File: src/kpcs_pkg.sv
// Shared constants, codes and types for the k-means partial centroid sum block.
package kpcs_pkg;

    localparam int MAX_CLUSTERS = 16;
    localparam int MAX_COLUMNS  = 64;
    localparam int MAX_PARTS    = 8;
    localparam int SUM_WIDTH    = 48;

    localparam int CL_W        = $clog2(MAX_CLUSTERS);
    localparam int COL_W       = $clog2(MAX_COLUMNS);
    localparam int PART_W      = $clog2(MAX_PARTS);
    localparam int ADDR_W      = PART_W + CL_W + COL_W;
    localparam int STORE_DEPTH = MAX_PARTS * MAX_CLUSTERS * MAX_COLUMNS;
    localparam int CLR_W       = $clog2(STORE_DEPTH + 1);

    localparam int VALUE_W    = 32;
    localparam int STATUS_W   = 3;
    localparam int OP_W       = 2;
    localparam int CFG_CL_W   = 5;
    localparam int CFG_COL_W  = 7;
    localparam int CFG_PART_W = 4;
    localparam int CFG_DATA_W = 7;
    localparam int CFG_IDX_W  = 2;

    localparam logic [CFG_IDX_W-1:0] REG_CLUSTERS = 2'd0;
    localparam logic [CFG_IDX_W-1:0] REG_COLUMNS  = 2'd1;
    localparam logic [CFG_IDX_W-1:0] REG_PARTS    = 2'd2;

    typedef enum logic [OP_W-1:0] {
        OP_ACCUM     = 2'd0,
        OP_READ      = 2'd1,
        OP_READ_ZERO = 2'd2,
        OP_READ_ALT  = 2'd3
    } op_t;

    typedef enum logic [STATUS_W-1:0] {
        ST_OK         = 3'd0,
        ST_BAD_LABEL  = 3'd1,
        ST_BAD_COLUMN = 3'd2,
        ST_BAD_PART   = 3'd3,
        ST_SATURATED  = 3'd4
    } status_t;

    // Checked request on its way to the update stage.
    typedef struct packed {
        op_t                op;
        logic [ADDR_W-1:0]  addr;
        status_t            status;
        logic [VALUE_W-1:0] value;
    } req_t;

    // Write-back to the accumulator store.
    typedef struct packed {
        logic                 en;
        logic [ADDR_W-1:0]    addr;
        logic [SUM_WIDTH-1:0] data;
    } wr_t;

endpackage

File: src/kpcs_ctrl.sv
// Configuration registers, range checks, part rotation and address forming.
module kpcs_ctrl (
    input  logic                                clk,
    input  logic                                rst_n,
    input  logic                                cfg_we,
    input  logic [kpcs_pkg::CFG_IDX_W-1:0]      cfg_index,
    input  logic [kpcs_pkg::CFG_DATA_W-1:0]     cfg_data,
    input  logic                                accept,
    input  logic [kpcs_pkg::OP_W-1:0]           operation,
    input  logic [kpcs_pkg::CL_W-1:0]           cluster_label,
    input  logic [kpcs_pkg::COL_W-1:0]          column_index,
    input  logic [kpcs_pkg::PART_W-1:0]         part_select,
    input  logic [kpcs_pkg::VALUE_W-1:0]        sample_value,
    input  logic                                row_end,
    output kpcs_pkg::req_t                      req
);
    import kpcs_pkg::*;

    logic [CFG_CL_W-1:0]   clusters_in_use_reg;
    logic [CFG_COL_W-1:0]  columns_in_use_reg;
    logic [CFG_PART_W-1:0] parts_in_use_reg;
    logic [PART_W-1:0]     current_part_reg;
    logic [PART_W-1:0]     current_part_next;

    logic [CFG_CL_W-1:0]   ncl;
    logic [CFG_COL_W-1:0]  ncol;
    logic [CFG_PART_W-1:0] npart;
    logic [CFG_PART_W-1:0] nxt;
    logic [PART_W-1:0]     part;
    op_t                   op_in;
    status_t               st;

    always_ff @(posedge clk or negedge rst_n)
    begin
        if (!rst_n)
        begin
            clusters_in_use_reg <= CFG_CL_W'(MAX_CLUSTERS);
            columns_in_use_reg  <= CFG_COL_W'(MAX_COLUMNS);
            parts_in_use_reg    <= CFG_PART_W'(MAX_PARTS);
            current_part_reg    <= '0;
        end
        else
        begin
            current_part_reg <= current_part_next;
            if (cfg_we)
            begin
                unique case (cfg_index)
                    REG_CLUSTERS: clusters_in_use_reg <= cfg_data[CFG_CL_W-1:0];
                    REG_COLUMNS:  columns_in_use_reg  <= cfg_data[CFG_COL_W-1:0];
                    REG_PARTS:    parts_in_use_reg    <= cfg_data[CFG_PART_W-1:0];
                    default:      ;
                endcase
            end
        end
    end

    always_comb
    begin
        ncl   = (clusters_in_use_reg > CFG_CL_W'(MAX_CLUSTERS))
                ? CFG_CL_W'(MAX_CLUSTERS) : clusters_in_use_reg;
        ncol  = (columns_in_use_reg > CFG_COL_W'(MAX_COLUMNS))
                ? CFG_COL_W'(MAX_COLUMNS) : columns_in_use_reg;
        npart = (parts_in_use_reg > CFG_PART_W'(MAX_PARTS))
                ? CFG_PART_W'(MAX_PARTS) : parts_in_use_reg;

        op_in = op_t'(operation);
        part  = (op_in == OP_ACCUM) ? current_part_reg : part_select;

        // Label first, then column, then part: the first failure wins.
        if (CFG_CL_W'(cluster_label) >= ncl)
            st = ST_BAD_LABEL;
        else if (CFG_COL_W'(column_index) >= ncol)
            st = ST_BAD_COLUMN;
        else if (CFG_PART_W'(part) >= npart)
            st = ST_BAD_PART;
        else
            st = ST_OK;

        req.op     = op_in;
        req.addr   = {part, cluster_label, column_index};
        req.status = st;
        req.value  = sample_value;

        nxt = CFG_PART_W'(current_part_reg) + CFG_PART_W'(1);
        current_part_next = current_part_reg;
        if (accept && st == ST_OK && op_in == OP_ACCUM && row_end)
            current_part_next = (nxt >= npart) ? '0 : nxt[PART_W-1:0];
    end

endmodule

File: config.mk
export PLATFORM = sky130hd
export DESIGN_NAME = kpcs_ctrl
export DESIGN_NICKNAME = d
export VERILOG_FILES = /design/src/kpcs_pkg.sv /design/src/kpcs_ctrl.sv
export SDC_FILE = /design/constraint.sdc
export NUM_CORES = 1
export LEC_CHECK = 0
export BUFFER_PORTS_ARGS = -buffer_cell sky130_fd_sc_hd__buf_2
export CAP_MARGIN = 20
export CORE_UTILIZATION = 39
export CTS_BUF_LIST = sky130_fd_sc_hd__clkbuf_8
export CTS_CLUSTER_SIZE = 20
export DETAILED_ROUTE_END_ITERATION = 8
export GPL_TIMING_DRIVEN = 0
export HOLD_SLACK_MARGIN = 0.1
export PLACE_DENSITY = 0.82
export SETUP_SLACK_MARGIN = 0.02
export SYNTH_ARGS = -nofsm -noshare
export SYNTH_HDL_FRONTEND = slang
export SYNTH_SLANG_ARGS = --single-unit
File: constraint.sdc
create_clock -name clk -period 2.2 [get_ports clk]
set_clock_uncertainty 0.1 [all_clocks]
set_input_delay 0.11 -clock clk [delete_from_list [all_inputs] [get_ports clk]]
set_output_delay 0.11 -clock clk [all_outputs]
set_load 0.05 [all_outputs]
==> impl_metrics.yaml, run 1 <==
yosys:
  async_reset_ff_share_pct: 100
  synth.avg_cell_area_sq_um: 10.2
  synth_cell_type_count: 28
  ys.flop_type: "dfrtp_1"
  syn_area_sq_um: 1660
  synth-edff-count: 0
  synth-seq-cells: 19
  ys_seq_area_share_pct: 28.9
  synth.net_count: 241
  netlist_instances: 162
  synth_warnings: 0
grt:
  grt_max_degree: 20
  grt_pass1_vias: 1097
  track_usage_pct: 14.8
  overflow: 0
  grt_pass1_wl_um: 4860
  antenna_found_initial: 0
clocking:
  clkLatencyLatePin_ns: 0.26
  htree_num_levels: 1
  cts_buffers: 3
  cts_sinks: 19
  tritoncts: "done"
  cts-root-buf: "clkbuf_8"
  path_clk_slew_ns: 0.07
  clockBufferDepth: 2
finish:
  layout-drive-gt1-share_pct: 66.0
  fin_area_sq_um: 2390
  num_antenna_cells: 0
  final_util_pct: 59.2
  largest_reg_flops: 7
  finalNetCount: 333
  area_delta_synth_final_pct: 44.1
  fin_cells: 303
pwr:
  power_leakage_nw: 1.25
  ir_worst_vdd_v: 0.000367
  pwr_density_cell_nw_per_um2: 699
sta:
  fin_crit_sh_pct: 99.5
  final_max_slew_viol_count: 0
  period_needed_ns: 2.19
  timing.fmax_mhz: 457
  rsz0062_at_grt: "true"
  hold_viol: 0
  setup_violations: 0
setup_path:
  worstPathMaxFanout: 6
  critPathLaunchType: "flop"
  path_depth: 8
  path_class: "reg -> out"
  r2r_start: "columns_in_use_reg[6]"
  arrival_ns: 1.98
  cp.required_ns: 1.99
  critPathBufInv: 2
  worstSetupStartpoint: "current_part_reg[0]"
  r2r_cells: 7
  cp_slowest_cell: "dfrtp_2"
  cp-end-kind: "output pin"
  path_cells: "mux2_4 > inv_1 > ha_1 > o21ai_1 > a211oi_2 > nand2b_1 > and2_4 > buf_6"
  max_stage_delay_ns: 0.45
  path_delay_family: "flip-flops"
placed_design:
  numPortBuffers: 77
  dp_hpwl_um: 2730
  place_area_sq_um: 2120
  gp_congestion: 0.751
  dp.cells: 289
floorplanning:
  fp-row-count: 23
  die-area_sq_um: 4510
  core_sq_um: 4030
  dieWidth_um: 67.2
  num_io_pins: 111
  die_h_um: 67.2
  start_util_pct: 41.1
hold_path:
  min_from: "cfg_index[1]"
  hold_path_depth: 3
  min_path_type: "in -> reg"
drt:
  viasPerCell: 4.41
  drt_iter0_markers: 13
  ant_nets: 0
  drc: 0
  drtPass1Iterations: 4
  wl_um: 3430
  wl_per_cell_um: 11.3
  dr_total_vias: 1335
status:
  status: "completed"
job:
  maxCapViolCount: 0
==> layer usage <==
metal	wire length [um]	up-vias	GRT usage, %
met5	0	-	0
met4	34	0	5.85
met3	224	4	1.86
met2	1770	53	27.0
met1	1390	590	17.3
li1	-	688	-
==> final cells by class <==
cell class / instances / area, sq um
buffer: 45 / 338
clock buffer: 3 / 41.3
clock inverter: 1 / 7.51
fill: 339 / 1640
inverter: 7 / 26.3
multi-input combinational: 91 / 933
sequential: 19 / 480
tap: 50 / 62.6
timing repair buffer: 87 / 497
==> cells in the final DEF, fill, tap and decap left out, types with 4 or more instances in the layout <==
master         Yosys  routed
buf_2              0      75
buf_4             45      46
dfrtp_1           16      15
ha_1              18      14
mux2_1             8       8
mux2_2            11       8
dlygate4sd3_1      0       8
inv_1              7       7
nand2b_1          10       6
mux2_4             3       6
nor2_1             6       5
nand2_1            5       4
nand2b_4           0       4
ha_4               0       4
==> power breakdown <==
part	switching (mW)	internal, mW	total (mW)
Combinational	0.503	0.420	0.924
Sequential	0.0708	0.430	0.500
Clock	0.117	0.128	0.244
Total	0.691	0.977	1.67
==> Yosys cell counts, types with 2 or more instances <==
library cell | n | area (sq um)
mux2_2 | 11 | 124
nand2b_1 | 10 | 62.6
nor2_1 | 6 | 22.5
buf_4 | 45 | 338
nand3b_1 | 2 | 15.0
a21oi_1 | 4 | 20.0
mux2_1 | 8 | 90.1
nor2b_1 | 4 | 25.0
a21o_1 | 2 | 15.0
nand3_1 | 2 | 10.0
ha_1 | 18 | 225
inv_1 | 7 | 26.3
o21ai_1 | 2 | 10.0
dfrtp_1 | 16 | 400
dfstp_2 | 3 | 78.8
a211oi_1 | 4 | 30.0
mux2_4 | 3 | 45.0
nand2_1 | 5 | 18.8
==> what timing repair did <==
| item | CTS | global route |
|---|---|---|
| hold buffers | 8 | 0 |
| endpoints found under the hold margin | 35 | 0 |
| gates resized for setup | 16 | 8 |
| setup buffers | 2 | 0 |
| setup endpoints to repair | 5 | 5 |
| pin swaps | 7 | 5 |
==> worst reg2reg max path, delay by kind of cell, from the launching register on <==
family | cells | cell delay (ns)
flops | 1 | 0.59
simple gates | 2 | 0.46
compound gates | 3 | 0.40
mux | 1 | 0.30
fa+ha+maj | 1 | 0.20
==> cell families after synthesis <==
family	count (synthesis)	share of synthesized area, %
buffers and inverters	52	22.0
AND/OR/NAND/NOR	34	12.4
multiplexers	22	15.6
flip-flops	19	28.9
adder cells (fa/ha/maj)	18	13.6
AO/OA/AOI/OAI	15	6.65
other	1	0.227
XOR/XNOR	1	0.529
==> stage by stage <==
stage	hold slack [ns]	TNS, ns	power, mW	worst slack [ns]
3_5_place_dp	-0.0367	-0.137	1.30	-0.0461
2_1_floorplan	-0.286	0	1.12	0.0486
3_3_place_gp	-0.0361	-0.0451	1.27	-0.0195
6_report	0.151	0	1.67	0.0116
5_1_grt	0.164	-0.154	1.79	-0.0613
4_1_cts	0.154	-0.00273	1.64	-0.00273
==> worst paths after layout <==
kind	to	slack, ns
hold reg to reg	clusters_in_use_reg[2]	0.40
max in group asynchronous	clusters_in_use_reg[4]	1.48
min in group asynchronous	columns_in_use_reg[0]	0.20
setup / recovery	req[33]	0.01
hold / removal	clusters_in_use_reg[1]	0.15
setup reg to reg	current_part_reg[2]	0.04
Power figures use the tool's default switching activity.
==> run 2, diff against run 1 <==
==> constraint.sdc (replaced) <==
create_clock -name clk -period 1.8 [get_ports clk]
set_clock_uncertainty 0.1 [all_clocks]
set_input_delay 0.09 -clock clk [delete_from_list [all_inputs] [get_ports clk]]
set_output_delay 0.09 -clock clk [all_outputs]
set_load 0.05 [all_outputs]
==> impl_metrics.yaml, run 2 (synthesized netlist as in run 1, its figures left out) <==
drt:
  viasPerCell: 4.57
  ant_nets: 0
  dr_total_vias: 1393
  wl_um: 3540
  drt_iter0_markers: 7
  drc: 0
  wl_per_cell_um: 11.6
  drtPass1Iterations: 3
clocking:
  tritoncts: "done"
  htree_num_levels: 1
  cts-root-buf: "clkbuf_8"
  cts_buffers: 3
  clkLatencyLatePin_ns: 0.25
  clockBufferDepth: 2
  path_clk_slew_ns: 0.07
  cts_sinks: 19
finish:
  final_cell_mix: "buf_2, buf_4, dfrtp_1"
  final_util_pct: 62.0
  layout-drive-gt1-share_pct: 69.8
  final_common_cell: "buf_2"
  finalNetCount: 335
  largest_reg_flops: 7
  num_antenna_cells: 0
  area_delta_synth_final_pct: 50.9
floorplanning:
  core_sq_um: 4030
  num_io_pins: 111
  die-area_sq_um: 4510
  start_util_pct: 41.1
  die_h_um: 67.2
  fp-row-count: 23
  dieWidth_um: 67.2
grt:
  grt_pass1_wl_um: 5290
  grt_max_degree: 20
  grt_pass1_vias: 1285
  track_usage_pct: 15.7
  antenna_found_initial: 0
  overflow: 0
sta:
  final_max_slew_viol_count: 0
  hold_viol: 0
  period_needed_ns: 2.17
  fin_crit_sh_pct: 120
  fin_tns_setup_ns: -1.77
  rsz0062_at_grt: "true"
  worst_slack_ns: -0.366
  setup_violations: 5
  timing.fmax_mhz: 462
pwr:
  p_int_mw: 1.26
  power_mw: 2.14
  ir_worst_vdd_v: 0.000498
  pwr-share-seq_pct: 28.5
  pwr-share-comb_pct: 58.5
  clkPwrFrac_pct: 13.1
  power_leakage_nw: 1.28
  switchingPower_mw: 0.880
  netSwitchingFraction_pct: 41.0
  pwr_density_cell_nw_per_um2: 859
job:
  maxCapViolCount: 0
setup_path:
  critPathLaunchType: "flop"
  worstPathMaxFanout: 4
  path_class: "reg -> reg"
  cp.required_ns: 1.84
  arrival_ns: 2.20
  cp-end-kind: "flop"
status:
  status: "finished, violations left"
  violations: "negative setup slack"
placed_design:
  pre_cts_ws_ns: -0.429
  numPortBuffers: 77
  dp_hpwl_um: 2820
  gp_congestion: 0.771
hold_path:
  min_path_type: "in -> reg"
run 2: changes by cell type in the layout (fill, tap and decap cells not counted), moves of 2 or more:
cell      previous run  this run
ha_1                14        10
ha_4                 4         8
buf_4               46        48
nand2b_1             6         4
nand2b_4             4         6
run 2: layout make-up:
type / instances / area, sq um
inverters: 7 / 26.3
clock buffers: 3 / 41.3
flip-flops and latches: 19 / 479
repair buffers: 89 / 515
plain buffers: 45 / 338
clock inverters: 1 / 3.75
multi-input cells: 91 / 1030
fillers: 312 / 1530
well taps: 50 / 62.6
run 2: what timing repair did:
item,CTS,global route
gates cloned,0,0
pin swaps,10,6
gates resized for setup,21,9
endpoints found under the hold margin,35,0
hold buffers,8,0
buffers inserted,4,0
endpoints found under the setup margin,5,5
run 2: worst paths after layout:
check,slack (ns),cells past startpoint,endpoint,startpoint
min reg2reg,0.38,1,clusters_in_use_reg[0],clusters_in_use_reg[0]
min in group asynchronous,0.20,2,clusters_in_use_reg[3],rst_n
max,-0.37,7,current_part_reg[1],clusters_in_use_reg[4]
min,0.14,3,clusters_in_use_reg[3],cfg_index[1]
max reg2reg,-0.37,7,current_part_reg[1],clusters_in_use_reg[4]
max in group asynchronous,1.08,2,columns_in_use_reg[6],rst_n
run 2: metal layers:
metal,share of wire [%],global-route usage [%]
met1,35,15.2
met2,57,31.0
met3,6.1,4.05
met4,2.0,6.38
met5,0,0
run 2: power by group through the flow:
| stage | Combinational, mW | Clock [mW] | Sequential [mW] |
|---|---|---|---|
| floorplan | 0.840 | 0 | 0.578 |
| global placement | 1.01 | 0 | 0.601 |
| detailed placement | 1.04 | 0 | 0.606 |
| CTS | 1.20 | 0.292 | 0.609 |
| global route | 1.36 | 0.308 | 0.622 |
| finish | 1.25 | 0.280 | 0.611 |
run 2: critical path: stages (launching register included):
cell,delay [ns]
dfstp_2,0.55
nand2b_4,0.13
ha_4,0.20
o21ai_4,0.15
a21oi_2,0.06
o31ai_4,0.23
and4bb_4,0.32
mux2_4,0.30
run 2: metrics by stage:
step | cells | hold WS [ns] | area, sq um
after floorplan | 162 | -0.306 | 1710
after global placement | 289 | -0.0609 | 2160
after detailed placement | 289 | -0.0550 | 2160
after CTS | 305 | 0.137 | 2430
after global routing | 305 | 0.160 | 2500
final | 305 | 0.142 | 2500
