[config.mk]
export PLATFORM = sky130hd
export DESIGN_NAME = kpcs_update
export DESIGN_NICKNAME = d
export VERILOG_FILES = /design/src/kpcs_pkg.sv /design/src/kpcs_update.sv
export SDC_FILE = /design/constraint.sdc
export NUM_CORES = 1
export LEC_CHECK = 0
export BUFFER_PORTS_ARGS = -buffer_cell sky130_fd_sc_hd__buf_2
export CAP_MARGIN = 25
export CORE_MARGIN = 3
export CORE_UTILIZATION = 30
export DETAILED_ROUTE_END_ITERATION = 8
export PLACE_DENSITY = 0.52
export SLEW_MARGIN = 20
export SYNTH_ARGS = -nofsm -noshare
export SYNTH_HDL_FRONTEND = slang
export SYNTH_SLANG_ARGS = --single-unit
[constraint.sdc]
create_clock -name clk -period 14.7 [get_ports clk]
set_input_delay 3.675 -clock clk [delete_from_list [all_inputs] [get_ports clk]]
set_output_delay 3.675 -clock clk [all_outputs]
set_load 0.02 [all_outputs]
[src/kpcs_pkg.sv]
// Shared constants, codes and types for the k-means partial centroid sum block.
package kpcs_pkg;

    localparam int MAX_CLUSTERS = 16;
    localparam int MAX_COLUMNS  = 64;
    localparam int MAX_PARTS    = 8;
    localparam int SUM_WIDTH    = 48;

    localparam int CL_W        = $clog2(MAX_CLUSTERS);
    localparam int COL_W       = $clog2(MAX_COLUMNS);
    localparam int PART_W      = $clog2(MAX_PARTS);
    localparam int ADDR_W      = PART_W + CL_W + COL_W;
    localparam int STORE_DEPTH = MAX_PARTS * MAX_CLUSTERS * MAX_COLUMNS;
    localparam int CLR_W       = $clog2(STORE_DEPTH + 1);

    localparam int VALUE_W    = 32;
    localparam int STATUS_W   = 3;
    localparam int OP_W       = 2;
    localparam int CFG_CL_W   = 5;
    localparam int CFG_COL_W  = 7;
    localparam int CFG_PART_W = 4;
    localparam int CFG_DATA_W = 7;
    localparam int CFG_IDX_W  = 2;

    localparam logic [CFG_IDX_W-1:0] REG_CLUSTERS = 2'd0;
    localparam logic [CFG_IDX_W-1:0] REG_COLUMNS  = 2'd1;
    localparam logic [CFG_IDX_W-1:0] REG_PARTS    = 2'd2;

    typedef enum logic [OP_W-1:0] {
        OP_ACCUM     = 2'd0,
        OP_READ      = 2'd1,
        OP_READ_ZERO = 2'd2,
        OP_READ_ALT  = 2'd3
    } op_t;

    typedef enum logic [STATUS_W-1:0] {
        ST_OK         = 3'd0,
        ST_BAD_LABEL  = 3'd1,
        ST_BAD_COLUMN = 3'd2,
        ST_BAD_PART   = 3'd3,
        ST_SATURATED  = 3'd4
    } status_t;

    // Checked request on its way to the update stage.
    typedef struct packed {
        op_t                op;
        logic [ADDR_W-1:0]  addr;
        status_t            status;
        logic [VALUE_W-1:0] value;
    } req_t;

    // Write-back to the accumulator store.
    typedef struct packed {
        logic                 en;
        logic [ADDR_W-1:0]    addr;
        logic [SUM_WIDTH-1:0] data;
    } wr_t;

endpackage

[src/kpcs_update.sv]
// Read-modify-write stage: forwarding, saturating add, write-back and result register.
module kpcs_update (
    input  logic                                clk,
    input  logic                                rst_n,
    input  logic                                accept,
    input  kpcs_pkg::req_t                      req,
    input  logic [kpcs_pkg::SUM_WIDTH-1:0]      rd_data,
    output kpcs_pkg::wr_t                       wr,
    output logic                                hold,
    output logic                                out_valid,
    input  logic                                out_stall,
    output logic signed [kpcs_pkg::SUM_WIDTH-1:0] entry_sum,
    output logic [kpcs_pkg::STATUS_W-1:0]       status
);
    import kpcs_pkg::*;

    localparam logic [SUM_WIDTH-1:0] SUM_MAX = {1'b0, {(SUM_WIDTH-1){1'b1}}};
    localparam logic [SUM_WIDTH-1:0] SUM_MIN = {1'b1, {(SUM_WIDTH-1){1'b0}}};

    logic                 s1_valid_reg;
    logic                 s1_valid_next;
    req_t                 s1_req_reg;
    logic                 fwd_valid_reg;
    logic [ADDR_W-1:0]    fwd_addr_reg;
    logic [SUM_WIDTH-1:0] fwd_data_reg;
    logic                 out_valid_reg;
    logic                 out_valid_next;
    logic [SUM_WIDTH-1:0] out_sum_reg;
    status_t              out_status_reg;

    logic                 s1_go;
    logic [SUM_WIDTH-1:0] old;
    logic [SUM_WIDTH:0]   sum_wide;
    logic [SUM_WIDTH-1:0] acc;
    logic                 sat;
    logic [SUM_WIDTH-1:0] res_sum;
    status_t              res_status;

    assign s1_go = s1_valid_reg && (!out_valid_reg || !out_stall);
    assign hold  = s1_valid_reg && !s1_go;

    always_comb
    begin
        // The last write-back landed after this entry was read, so it takes priority.
        old = (fwd_valid_reg && fwd_addr_reg == s1_req_reg.addr) ? fwd_data_reg : rd_data;
        sum_wide = {old[SUM_WIDTH-1], old}
                 + {{(SUM_WIDTH+1-VALUE_W){s1_req_reg.value[VALUE_W-1]}}, s1_req_reg.value};
        sat = (sum_wide[SUM_WIDTH] != sum_wide[SUM_WIDTH-1]);
        if (sat)
            acc = sum_wide[SUM_WIDTH] ? SUM_MIN : SUM_MAX;
        else
            acc = sum_wide[SUM_WIDTH-1:0];

        res_sum    = '0;
        res_status = s1_req_reg.status;
        wr.en      = 1'b0;
        wr.addr    = s1_req_reg.addr;
        wr.data    = '0;
        if (s1_req_reg.status == ST_OK)
        begin
            case (s1_req_reg.op)
                OP_ACCUM:
                begin
                    res_sum = acc;
                    if (sat)
                        res_status = ST_SATURATED;
                    wr.en   = s1_go;
                    wr.data = acc;
                end
                OP_READ_ZERO:
                begin
                    res_sum = old;
                    wr.en   = s1_go;
                end
                default:
                    res_sum = old;
            endcase
        end

        if (accept)
            s1_valid_next = 1'b1;
        else if (s1_go)
            s1_valid_next = 1'b0;
        else
            s1_valid_next = s1_valid_reg;

        if (s1_go)
            out_valid_next = 1'b1;
        else if (out_valid_reg && !out_stall)
            out_valid_next = 1'b0;
        else
            out_valid_next = out_valid_reg;
    end

    always_ff @(posedge clk or negedge rst_n)
    begin
        if (!rst_n)
        begin
            s1_valid_reg  <= 1'b0;
            fwd_valid_reg <= 1'b0;
            out_valid_reg <= 1'b0;
        end
        else
        begin
            s1_valid_reg  <= s1_valid_next;
            out_valid_reg <= out_valid_next;
            if (wr.en)
                fwd_valid_reg <= 1'b1;
        end
    end

    always_ff @(posedge clk)
    begin
        if (accept)
            s1_req_reg <= req;
        if (wr.en)
        begin
            fwd_addr_reg <= wr.addr;
            fwd_data_reg <= wr.data;
        end
        if (s1_go)
        begin
            out_sum_reg    <= res_sum;
            out_status_reg <= res_status;
        end
    end

    assign out_valid = out_valid_reg;
    assign entry_sum = out_sum_reg;
    assign status    = out_status_reg;

endmodule

==> run summary, run 1 <==
Transition time of the tightest slew-check pin: 0.912 ns. The run finished with clean final reports. The synthesized design contains 165 register bits. The final estimated routing congestion in global placement is 0.879. The most used flip-flop cell after synthesis is edfxtp_1.

The run gives 350 as the starting DRC count in detailed routing. The cell area power density is 110 mW/mm2. The clock arrives with 0.0147 ns of skew. The clock passes through at most 2 buffers.

The number of placed instances, taps included, is 1504. For the unique cell type count in the Yosys netlist, the log shows 75. Of all flip-flops after synthesis, the portion carrying an async set or reset was 1.82%. The clock-pin transition on the worst setup and hold timing paths was 0.07 ns.

Wires add up to 29000 um. In this run the tightest slew margin relative to its limit is 39.2%. The layout has 3279 filler cells.

For the net count of the finished layout, the log shows 1233. Of the available clock period, the critical path in the final layout requires 78.2%. The number of buffers inserted to repair setup after CTS was 0. The setup total negative slack is 0 ns, and the mean area per synthesized cell is 11.1 um2. The run gives 49.6% as the register area share after synthesis. The tools report the number of primary I/O pins as 217.

The run gives 69 as the largest net degree at the start of global routing. TritonCTS built the clock tree. The tools report the highest achievable clock rate as 86.9 MHz.

The tools report the kind of capture point of the worst setup path as a primary output. Data arrives at the worst endpoint at 7.83 ns. Port buffering added 216 buffers. For this run, design rule violations remaining after detail routing come to 0.

Along the worst path, the maximum fanout reaches 56. The tools report the overall die area as 0.0354 mm2. The area of the mapped netlist came out at 0.00996 mm2. The number of pins with negative max-slew slack in the final report was 0; the required time at the endpoint of the critical path was 11.02 ns. IR analysis of the VDD net gives a maximum drop of 0.000102 V. Global routing finished with a remaining overflow of 0. The tool flagged a number of max-cap violations equal to 0. The number of endpoints with negative hold slack in the final report was 0; the fraction of final layout cells sized beyond drive strength 1 was 31.4%.

The per-cell routed wire length is 18.9 um. The count of cells in the finished layout, fillers not included, comes to 1538. The H-tree was split into 4 levels. The cell area after placement is 0.0113 mm2. The setup path with the least slack is of type in -> out.

The number of nets handed over by synthesis was 1052. From left edge to right edge, the die measures 188 um. Compared with the post-synthesis result, the final layout area differs by 18.9%. The total power is 0.00130 W. The initial antenna violation count came out at 3. The worst path needs 11.50 ns of the cycle, external delays included. For the via count of the first global-routing pass, the log shows 7894. The hold buffer count at cts came out at 0. The logs give 0.0118 mm2 for the summed area of non-filler cells in the final layout and 0 for the total of endpoints with negative setup slack in the final report.

The Yosys step of the flow raised 0 warnings. In this run the register-to-register setup slack is 8.65 ns. The standard cell core area was 0.0326 mm2.

The number of resized instances in the post-cts repair step came out at 0. Once detail routing completed, the nets flagged for antenna violations numbered 0. In the routed layout, each cell is associated on average with a via count of 4.95. Summed over all cells, the static leakage comes to 4.87 nW. The final route contains 7618 vias. Global routing used 16.4% of the available tracks across all layers.

For the worst-skew pair, the clock arrives at the later sink with an insertion delay of 0.45 ns. Measured on the finished design, the core utilization comes to 36.3%. After floorplanning, the core was divided into 66 placement rows. The number of enable flip-flop cells after synthesis came out at 162. STA classifies the critical path startpoint as an input port. Setup repair after global routing left no endpoint under its margin. In this run the clock root is driven by a clkbuf_16. The die height works out to 188 um. Once the floorplan was initialized, standard cells occupied 30.5% of the core. Detailed placement finished with a half-perimeter wire length of 21800 um. The worst min-delay path class was reg -> reg. Synthesis handed over a netlist of 900 instances. Counting the buffers created by CTS gives 17. The clock sink count was 165. The run gives 5 as the detailed-router iteration count before antenna repair.

The wire length of the first global-routing pass came out at 45100 um.
==> stage by stage <==
step	hold slack (ns)	setup slack, ns
2_1_floorplan	0.439	1.03
3_3_place_gp	0.454	3.34
3_5_place_dp	0.462	3.17
4_1_cts	0.474	3.17
5_1_grt	0.484	2.84
6_report	0.478	3.20
==> cell families (layout without fill, tap and decap cells) <==
family / Yosys count / in the layout / share of synthesized area, %
XOR/XNOR: 57 / 57 / 5.01
flip-flops: 165 / 165 / 49.6
adder cells (fa/ha/maj): 50 / 50 / 6.36
buffers and inverters: 81 / 275 / 4.70
AND/OR/NAND/NOR: 245 / 245 / 11.5
multiplexers: 48 / 48 / 5.42
other: 0 / 2 / 0
AO/OA/AOI/OAI: 254 / 254 / 17.5
==> where the power goes <==
part	internal, W	switching [W]
sequential	0.000547	0.0000113
combinational	0.000108	0.000200
clock	0.000236	0.000201
total	0.000891	0.000413
==> synth_stat cells (15+ instances only) <==
library cell    n  share of area [%]
xnor2_1        32                2.8
xor2_1         25                2.2
nand3_1        18               0.90
o211ai_1       21                1.6
a21oi_1        66                3.3
mux2_2         47                5.3
buf_4          16                1.2
o21ai_0        64                3.2
a21o_1         15                1.1
nand4_1        18                1.1
inv_1          18               0.68
nor3_1         15               0.75
ha_1           49                6.2
nand2_1       115                4.3
edfxtp_1      162                 49
clkbuf_1       20               0.75
nor2_1         41                1.5
o211ai_2       16                2.0
==> cells in the final DEF (no fill, tap or decap), types with 15 or more instances in the layout <==
cell type  netlist  layout
nand2_1        115     114
a21o_1          15      15
o21ai_0         64      64
xnor2_1         32      32
o211ai_1        21      21
o211ai_2        16      16
ha_1            49      49
buf_2           13     216
mux2_2          47      47
nor2_1          41      40
inv_1           18      18
nand3_1         18      18
edfxtp_1       162     162
clkbuf_16        0      17
a21oi_1         66      66
xor2_1          25      25
nand4_1         18      18
==> routing by layer <==
metal / global-route usage [%] / part of all wire (%) / vias up
li1: - / - / 3717
met3: 4.11 / 5.9 / 28
met1: 23.2 / 49 / 3669
met4: 4.62 / 1.4 / 4
met5: 0 / 0.093 / -
met2: 25.0 / 44 / 200
==> layout make-up <==
cell class / count / area [um2] / share of cell area [%]
flip-flops and latches: 165 / 4940 / 41.7
multi-input cells: 654 / 4570 / 38.6
repair buffers: 225 / 1150 / 9.70
well taps: 442 / 553 / 4.67
clock buffers: 19 / 433 / 3.66
clock inverters: 13 / 120 / 1.01
inverters: 18 / 67.6 / 0.571
diodes: 2 / 5.00 / 0.0423
==> critical path, cell delays in order <==
cell and delay, ns:
buf_2 0.09, mux2_2 0.26, ha_1 0.20, inv_1 0.07
fa_1 0.19, nand2b_1 0.14, a21oi_1 0.11, or3b_1 0.42
a21oi_2 0.27, o41ai_4 0.17, a211oi_4 0.38, o2bb2ai_2 0.19
nand2_2 0.49, buf_4 0.57, o21ai_0 0.28, buf_2 0.23
==> final timing paths <==
check | startpoint | endpoint | cells after the start
worst max-delay path | rd_data[0] | wr[19] | 16
worst min-delay path | fwd_valid_reg | fwd_valid_reg | 1
worst max register to register | wr[53] | fwd_data_reg[19] | 19
worst min register to register | fwd_valid_reg | fwd_valid_reg | 1
max in group asynchronous | rst_n | fwd_valid_reg | 1
min in group asynchronous | rst_n | s1_valid_reg | 1
Power figures use the tool's default switching activity.
==> run 2: changes to the inputs <==
Clock period 14.7 ns to 11.2 ns, I/O delays scaled along.
==> run 2 against run 1 <==
Global-route usage fell by 0.15 points. Sequential power is 31% higher. Core utilization is essentially flat. Register-to-register slack got worse by 3.2 ns. Hold slack worse by 0.0073 ns. Highest routed layer unchanged. Sequential share of layout area about the same. Via count decreased by 0.26%.
==> run summary, run 2 (same netlist as run 1, synthesis figures left out) <==
The run finished with clean final reports. The run gives 0 as the total congestion overflow after global routing. The net count of the finished layout was 1231.

The run gives 0 as the number of pins with negative max-slew slack in the final report. The sequential standard cell area was 0.00494 mm2; the total routed wire length on the met1 layer was 14200 um. The critical path goes through buf_2 -> mux2_2 -> ha_1 -> inv_1 -> fa_1 -> nand2b_1 -> a21oi_1 -> or3b_1 -> a21oi_2 -> o41ai_4 -> a211oi_4 -> o2bb2ai_2 -> nand2_2 -> buf_4 -> o21ai_0 -> buf_2.

Count of antenna-violating nets left after detailed routing: 0. After detailed routing, the met2 layer carries 12600 um of wire. The number of resized instances in the post-cts repair step was 0; the critical path buffer and inverter count was 4. In this run the cell area measured after placement is 0.0113 mm2. Dividing the detail-routed wire length by the instance count gives 18.8 um. Cells with a size suffix above 1 make up 31.2% of the layout. Counting the buffers created by CTS gives 17.

The first global-routing pass estimated 44400 um of wire. The H-tree was split into 4 levels. The routed design uses 1600 um of met3 wire. The maximum resistive drop on vdd was 0.000130 V.

The highest layer used for signal routing is met5. 217 I/O pins were placed. Along the worst path, the maximum fanout reaches 30. The later pin in the worst-skew pair is clocked with a latency of 0.44 ns. After layout, the minimum clock period comes to 9.50 ns. Hold buffer count at cts: 0.

The library cell used most frequently in the layout, excluding fill and tap cells, is buf_2. The via count of the first global-routing pass came out at 7595. TritonCTS built the clock tree.

STA classifies the critical path startpoint as an input port. The all-layer global routing usage came out at 16.3%. Port buffering added 216 buffers.

From synthesis to final layout, the design area changed by 18.8%. After detailed routing, the number of vias per cell comes to 4.95. Most repeated library cell on the critical path: buf_2. The run gives 0.0127 ns as the clock tree skew after final layout. The starting density of the core was 30.5%; the largest net degree at the start of global routing was 69. In this run the horizontal extent of the chip is 188 um.

For this run, the slowest stage of the critical path takes 0.51 ns. The first detailed-routing pass ran for 4 iterations. The initial antenna violation count is 4. The tools report the number of endpoints with negative hold slack in the final report as 0. Max-cap violations in this run came to 0. Dividing the final minimum period by the clock period gives 84.8%.

The transition time of the tightest slew-check pin works out to 0.915 ns. The root buffer cell chosen for the clock tree is clkbuf_16. The number of setup buffers added after CTS is 0. After clock tree synthesis, the clock-pin slew on the worst setup and hold paths is 0.07 ns.

Before CTS, the worst setup slack after placement is 1.67 ns. Counting the fill cells in the layout gives 3290. The tools report the final estimated routing congestion in global placement as 0.882. The post-DP HPWL is 21400 um, and the summed area of non-filler cells in the final layout is 0.0118 mm2.

Broken down by cell family, the worst path's largest delay share belongs to compound AO/OA/AOI/OAI gates. Summing over every cut layer, the via total after detailed routing is 7598. For the worst setup path, the data arrival time is 6.70 ns. The worst setup path is captured at a primary output. For this design, the slowest cell found on the critical path is o41ai_4.

For this run, design rule violations remaining after detail routing come to 0. In this run the static leakage power is 4.86 nW. For this run, the top clock speed supported by timing is 105 MHz. The worst min-delay path class was reg -> reg.

At the worst endpoint, the required time is 8.40 ns. Setup repair after global routing left no endpoint under its margin. The overall die area came out at 0.0354 mm2. Critical path class: in -> out. The detailed router finished its first iteration with 391 violations.

In this run the vertical extent of the chip is 188 um. The run gives 28900 um as the total routed wirelength. The tools report the maximum clock insertion buffer count as 2. For the row count, the log shows 66. The library cells used most frequently in the layout, excluding fill and tap cells, are buf_2, edfxtp_1, nand2_1, a21oi_1, o21ai_0. For the worst max-slew margin expressed relative to the limit, the log shows 38.5%.

For the multi-input logic area, the log shows 0.00458 mm2. The clock net in this run drives a total of 165 sinks. The standard cell core area is 0.0326 mm2. Setup violations remaining at the end of the flow were counted as 0. In this run the power density over the cells is 144 mW/mm2. The least setup slack across all paths after layout was 1.70 ns; the setup total negative slack was 0 ns.
-- run 2: power breakdown --
group          switching (W)  internal, W  total, W
clock network       0.000259     0.000309  0.000568
registers          0.0000154     0.000719  0.000734
logic               0.000265     0.000142  0.000407
-- run 2: final cells by class --
| cell class | count | share of cell area (%) |
|---|---|---|
| clock inverters | 13 | 1.04 |
| repair buffers | 223 | 9.58 |
| multi-input cells | 654 | 38.7 |
| diodes | 2 | 0.0423 |
| well taps | 442 | 4.67 |
| flip-flops and latches | 165 | 41.7 |
| clock buffers | 19 | 3.66 |
| inverters | 18 | 0.571 |
-- run 2: worst paths after layout --
path                                start                to  slack [ns]  cells after the start
max                            rd_data[0]            wr[19]        1.70                     16
min                        s1_req_reg[32]         status[0]        0.47                      0
max reg2reg                        wr[53]  fwd_data_reg[19]        5.44                     19
min reg2reg                s1_req_reg[32]         status[0]        0.47                      0
max in group asynchronous           rst_n     fwd_valid_reg        8.95                      1
min in group asynchronous           rst_n      s1_valid_reg        2.14                      1
-- run 2: metal layers --
metal | vias up | GRT usage, %
li1 | 3727 | -
met1 | 3625 | 23.0
met2 | 220 | 24.6
met3 | 22 | 4.11
met4 | 4 | 4.65
met5 | - | 0
-- run 2: stage by stage --
stage          util (%)  power, W  hold slack [ns]  instances
3_3_place_gp       34.6   0.00115            0.451       1502
2_1_floorplan         -   0.00103            0.439        900
4_1_cts            36.3   0.00173            0.471       1534
6_report           36.3   0.00171            0.470       1536
5_1_grt            36.3   0.00180            0.487       1536
3_5_place_dp       34.6   0.00115            0.461       1502
-- run 2: worst register-to-register path, stage by stage, from the launching register on --
cell       delay (ns)
edfxtp_1         0.42
xor2_1           0.18
nor4_1           0.27
nand3_1          0.14
nor3_2           0.11
buf_4            0.60
mux2_2           0.44
ha_1             0.20
inv_1            0.07
fa_1             0.19
nand2b_1         0.14
a21oi_1          0.11
or3b_1           0.43
a21oi_2          0.26
o41ai_4          0.16
a211oi_4         0.37
o2bb2ai_2        0.19
nand2_2          0.52
buf_4            0.43
o21ai_0          0.23
==> run 3: changes to the inputs <==
Settings changed: PLACE_DENSITY 0.52 to 0.54.
Clock period 11.2 ns to 8.1 ns, I/O delays scaled along.
==> run 3 against run 2 <==
Cell area up 0.88%. Setup slack lost 1.3 ns. Clock power grew 36%. Sequential share of layout area shrank 0.36 points. Core utilization increased by 0.32 points. Total power up 38%. Clock skew increased by 0.0030 ns. Register-to-register slack got worse by 2.6 ns. Global-route usage grew 0.44 points. Sequential power rose by 39%. Count of clock-buffer cells in the layout grew 2. Critical path depth is 1 higher.
==> run summary, run 3 (same netlist as run 1, synthesis figures left out) <==
In the layout the commonest cells are buf_2, edfxtp_1, nand2_1, a21oi_1, o21ai_0. The flow ran to the end, and the final reports show no timing, DRC or antenna violations. The H-tree generated during clock tree synthesis spans 4 levels. TritonCTS created 17 clock buffers.

The tools report the required time at the endpoint of the critical path as 6.08 ns. The clock sink count came out at 165. Overall power consumption after layout is estimated at 0.00235 W. The cell area after placement was 0.0113 mm2.

Measured along the x axis, the die boundary spans 188 um. Measured along the y axis, the die boundary spans 188 um. For the data arrival time of the critical path, the log shows 5.68 ns. The tools report the final core utilization as 36.6%. The share of power burned in the clock network was 32.8%; the DRC violation count after routing was 0. Hold timing on the final database bottoms out at a slack of 0.474 ns. TritonCTS built the clock tree.

The net count of the finished layout was 1239; the area added between synthesis and finish was 19.9%. In this run the tightest slew margin relative to its limit is 17.3%. The cell family contributing the most delay on the critical path is simple AND/OR/NAND/NOR gates. Setup violations remaining at the end of the flow were counted as 0. Cells with a size suffix above 1 make up 31.8% of the layout.

For the maximum resistive drop on vdd, the log shows 0.000205 V. The logs give 0 for the number of pins with negative max-slew slack in the final report and 45300 um for the wire length of the first global-routing pass. The via count of the routed design was 7827; the all-layer global routing usage was 16.7%. Count of antenna-violating nets left after detailed routing: 0. The portion of total power attributed to combinational logic was 24.0%; the via density per instance was 5.07.

The switching fraction of total power was 31.3%; the total congestion overflow after global routing was 0. Sequential cells burn 43.2% of the power. After floorplanning, the core was sized to cover 0.0326 mm2. The min-delay analysis places its worst path in the category reg -> reg.

The total routed wirelength is 29900 um. Routability-driven placement finished with a final weighted congestion of 0.864. Leading cell type in the layout, fill and taps excluded: buf_2. For the finished layout, the period the worst path requires is 7.70 ns.

In the final routed layout, each cell accounts on average for 19.4 um. The starting DRC count in detailed routing came out at 437. The critical path buffer and inverter count came out at 3. The run gives 2 as the maximum clock insertion buffer count. The max-capacitance violation count was 0; the hold buffer count at cts was 0. The tools report the clock root buffer as clkbuf_16. The first detailed-routing pass took 5 iterations.

Summed area of non-filler cells in the final layout: 0.0119 mm2. The type of origin of the critical path is a flop. Adding up every negative setup slack in the final design gives 0 ns. The starting density of the core is 30.5%. The internal power of the cells totals 0.00162 W. Row count: 66. The analysis attributes to net switching a power of 0.000736 W. Number of endpoints with negative hold slack in the final report: 0. The tools report the initial antenna violation count as 5. The critical path class is reg -> out. Detailed placement ended at an HPWL of 22500 um.

In this design, the stage delay of the slowest critical-path cell is 0.42 ns. STA classifies the critical path endpoint as a primary output. The clock-pin transition on the worst setup and hold timing paths was 0.07 ns. For the number of filler instances in the final layout, the log shows 3318.

Input and output buffers added on the ports amount to 216. The worst path uses 95.1% of the clock period. The die covers 0.0354 mm2. At the pin with the least slew margin, the transition time is 1.23 ns. On the critical path, the stage with the largest delay is an instance of edfxtp_1. Across the routed clock network, the largest skew measured is 0.0157 ns. 217 I/O pins were placed.

The run gives 7800 as the via count of the first global-routing pass. Walking the worst path, the cells encountered are xor2_1 -> nor4_1 -> nand3_1 -> nor3_2 -> buf_8 -> mux2_2 -> ha_1 -> a21oi_1 -> o221ai_1 -> nand4bb_1 -> and4b_1 -> or2_1 -> a31oi_4 -> nand2_8 -> buf_12 -> o21ai_0 -> buf_2. Along the worst path, the maximum fanout reaches 30. For the largest net degree at the start of global routing, the log shows 63. Setup repair after global routing left no endpoint under its margin. The analysis attributes to cell leakage a power of 4.94 nW. For this design the ratio of total power to cell area is 197 mW/mm2.

Timing would allow up to 130 MHz. The later pin in the worst-skew pair is clocked with a latency of 0.44 ns.
## run 3: path summary, 6_finish.rpt
check,cells past startpoint,slack (ns),startpoint,to
setup / recovery,17,0.40,wr[53],wr[22]
hold / removal,0,0.47,s1_req_reg[32],status[0]
setup reg to reg,17,2.82,wr[53],entry_sum[21]
hold reg to reg,0,0.47,s1_req_reg[32],status[0]
max in group asynchronous,1,6.62,rst_n,out_valid
min in group asynchronous,1,1.37,rst_n,fwd_valid_reg
## run 3: metal layers
| layer | share of wire (%) | vias up | track usage [%] |
|---|---|---|---|
| li1 | - | 3743 | - |
| met1 | 47 | 3784 | 22.9 |
| met2 | 45 | 263 | 26.3 |
| met3 | 6.3 | 29 | 4.33 |
| met4 | 1.3 | 8 | 4.30 |
| met5 | 0.15 | - | 0 |
## run 3: power groups by stage
| stage | Combinational [W] | Clock [W] | Sequential, W |
|---|---|---|---|
| finish | 0.000566 | 0.000771 | 0.00102 |
| global route | 0.000622 | 0.000835 | 0.00102 |
| floorplan | 0.000361 | 0 | 0.00106 |
| CTS | 0.000565 | 0.000805 | 0.00102 |
| global placement | 0.000560 | 0 | 0.00103 |
| detailed placement | 0.000561 | 0 | 0.00103 |
## run 3: stage by stage
step / worst slack, ns / std cells
after global routing: 0.0112 / 1543
after floorplan: 0.489 / 900
final: 0.398 / 1543
after detailed placement: 0.349 / 1509
after global placement: 0.422 / 1509
after CTS: 0.237 / 1541
## run 3: repair_timing
item,CTS,global route
resized for setup,0,8
hold endpoints to repair,0,0
setup buffers,0,1
endpoints found under the setup margin,0,38
## run 3: cell type report
class | count | area, um2 | area share, %
inverter | 18 | 67.6 | 0.566
antenna | 1 | 2.50 | 0.0210
clock buffer | 21 | 440 | 3.69
clock inverter | 11 | 104 | 0.870
multi-input combinational | 654 | 4600 | 38.5
tap | 442 | 553 | 4.63
timing repair buffer | 231 | 1230 | 10.3
sequential | 165 | 4940 | 41.4
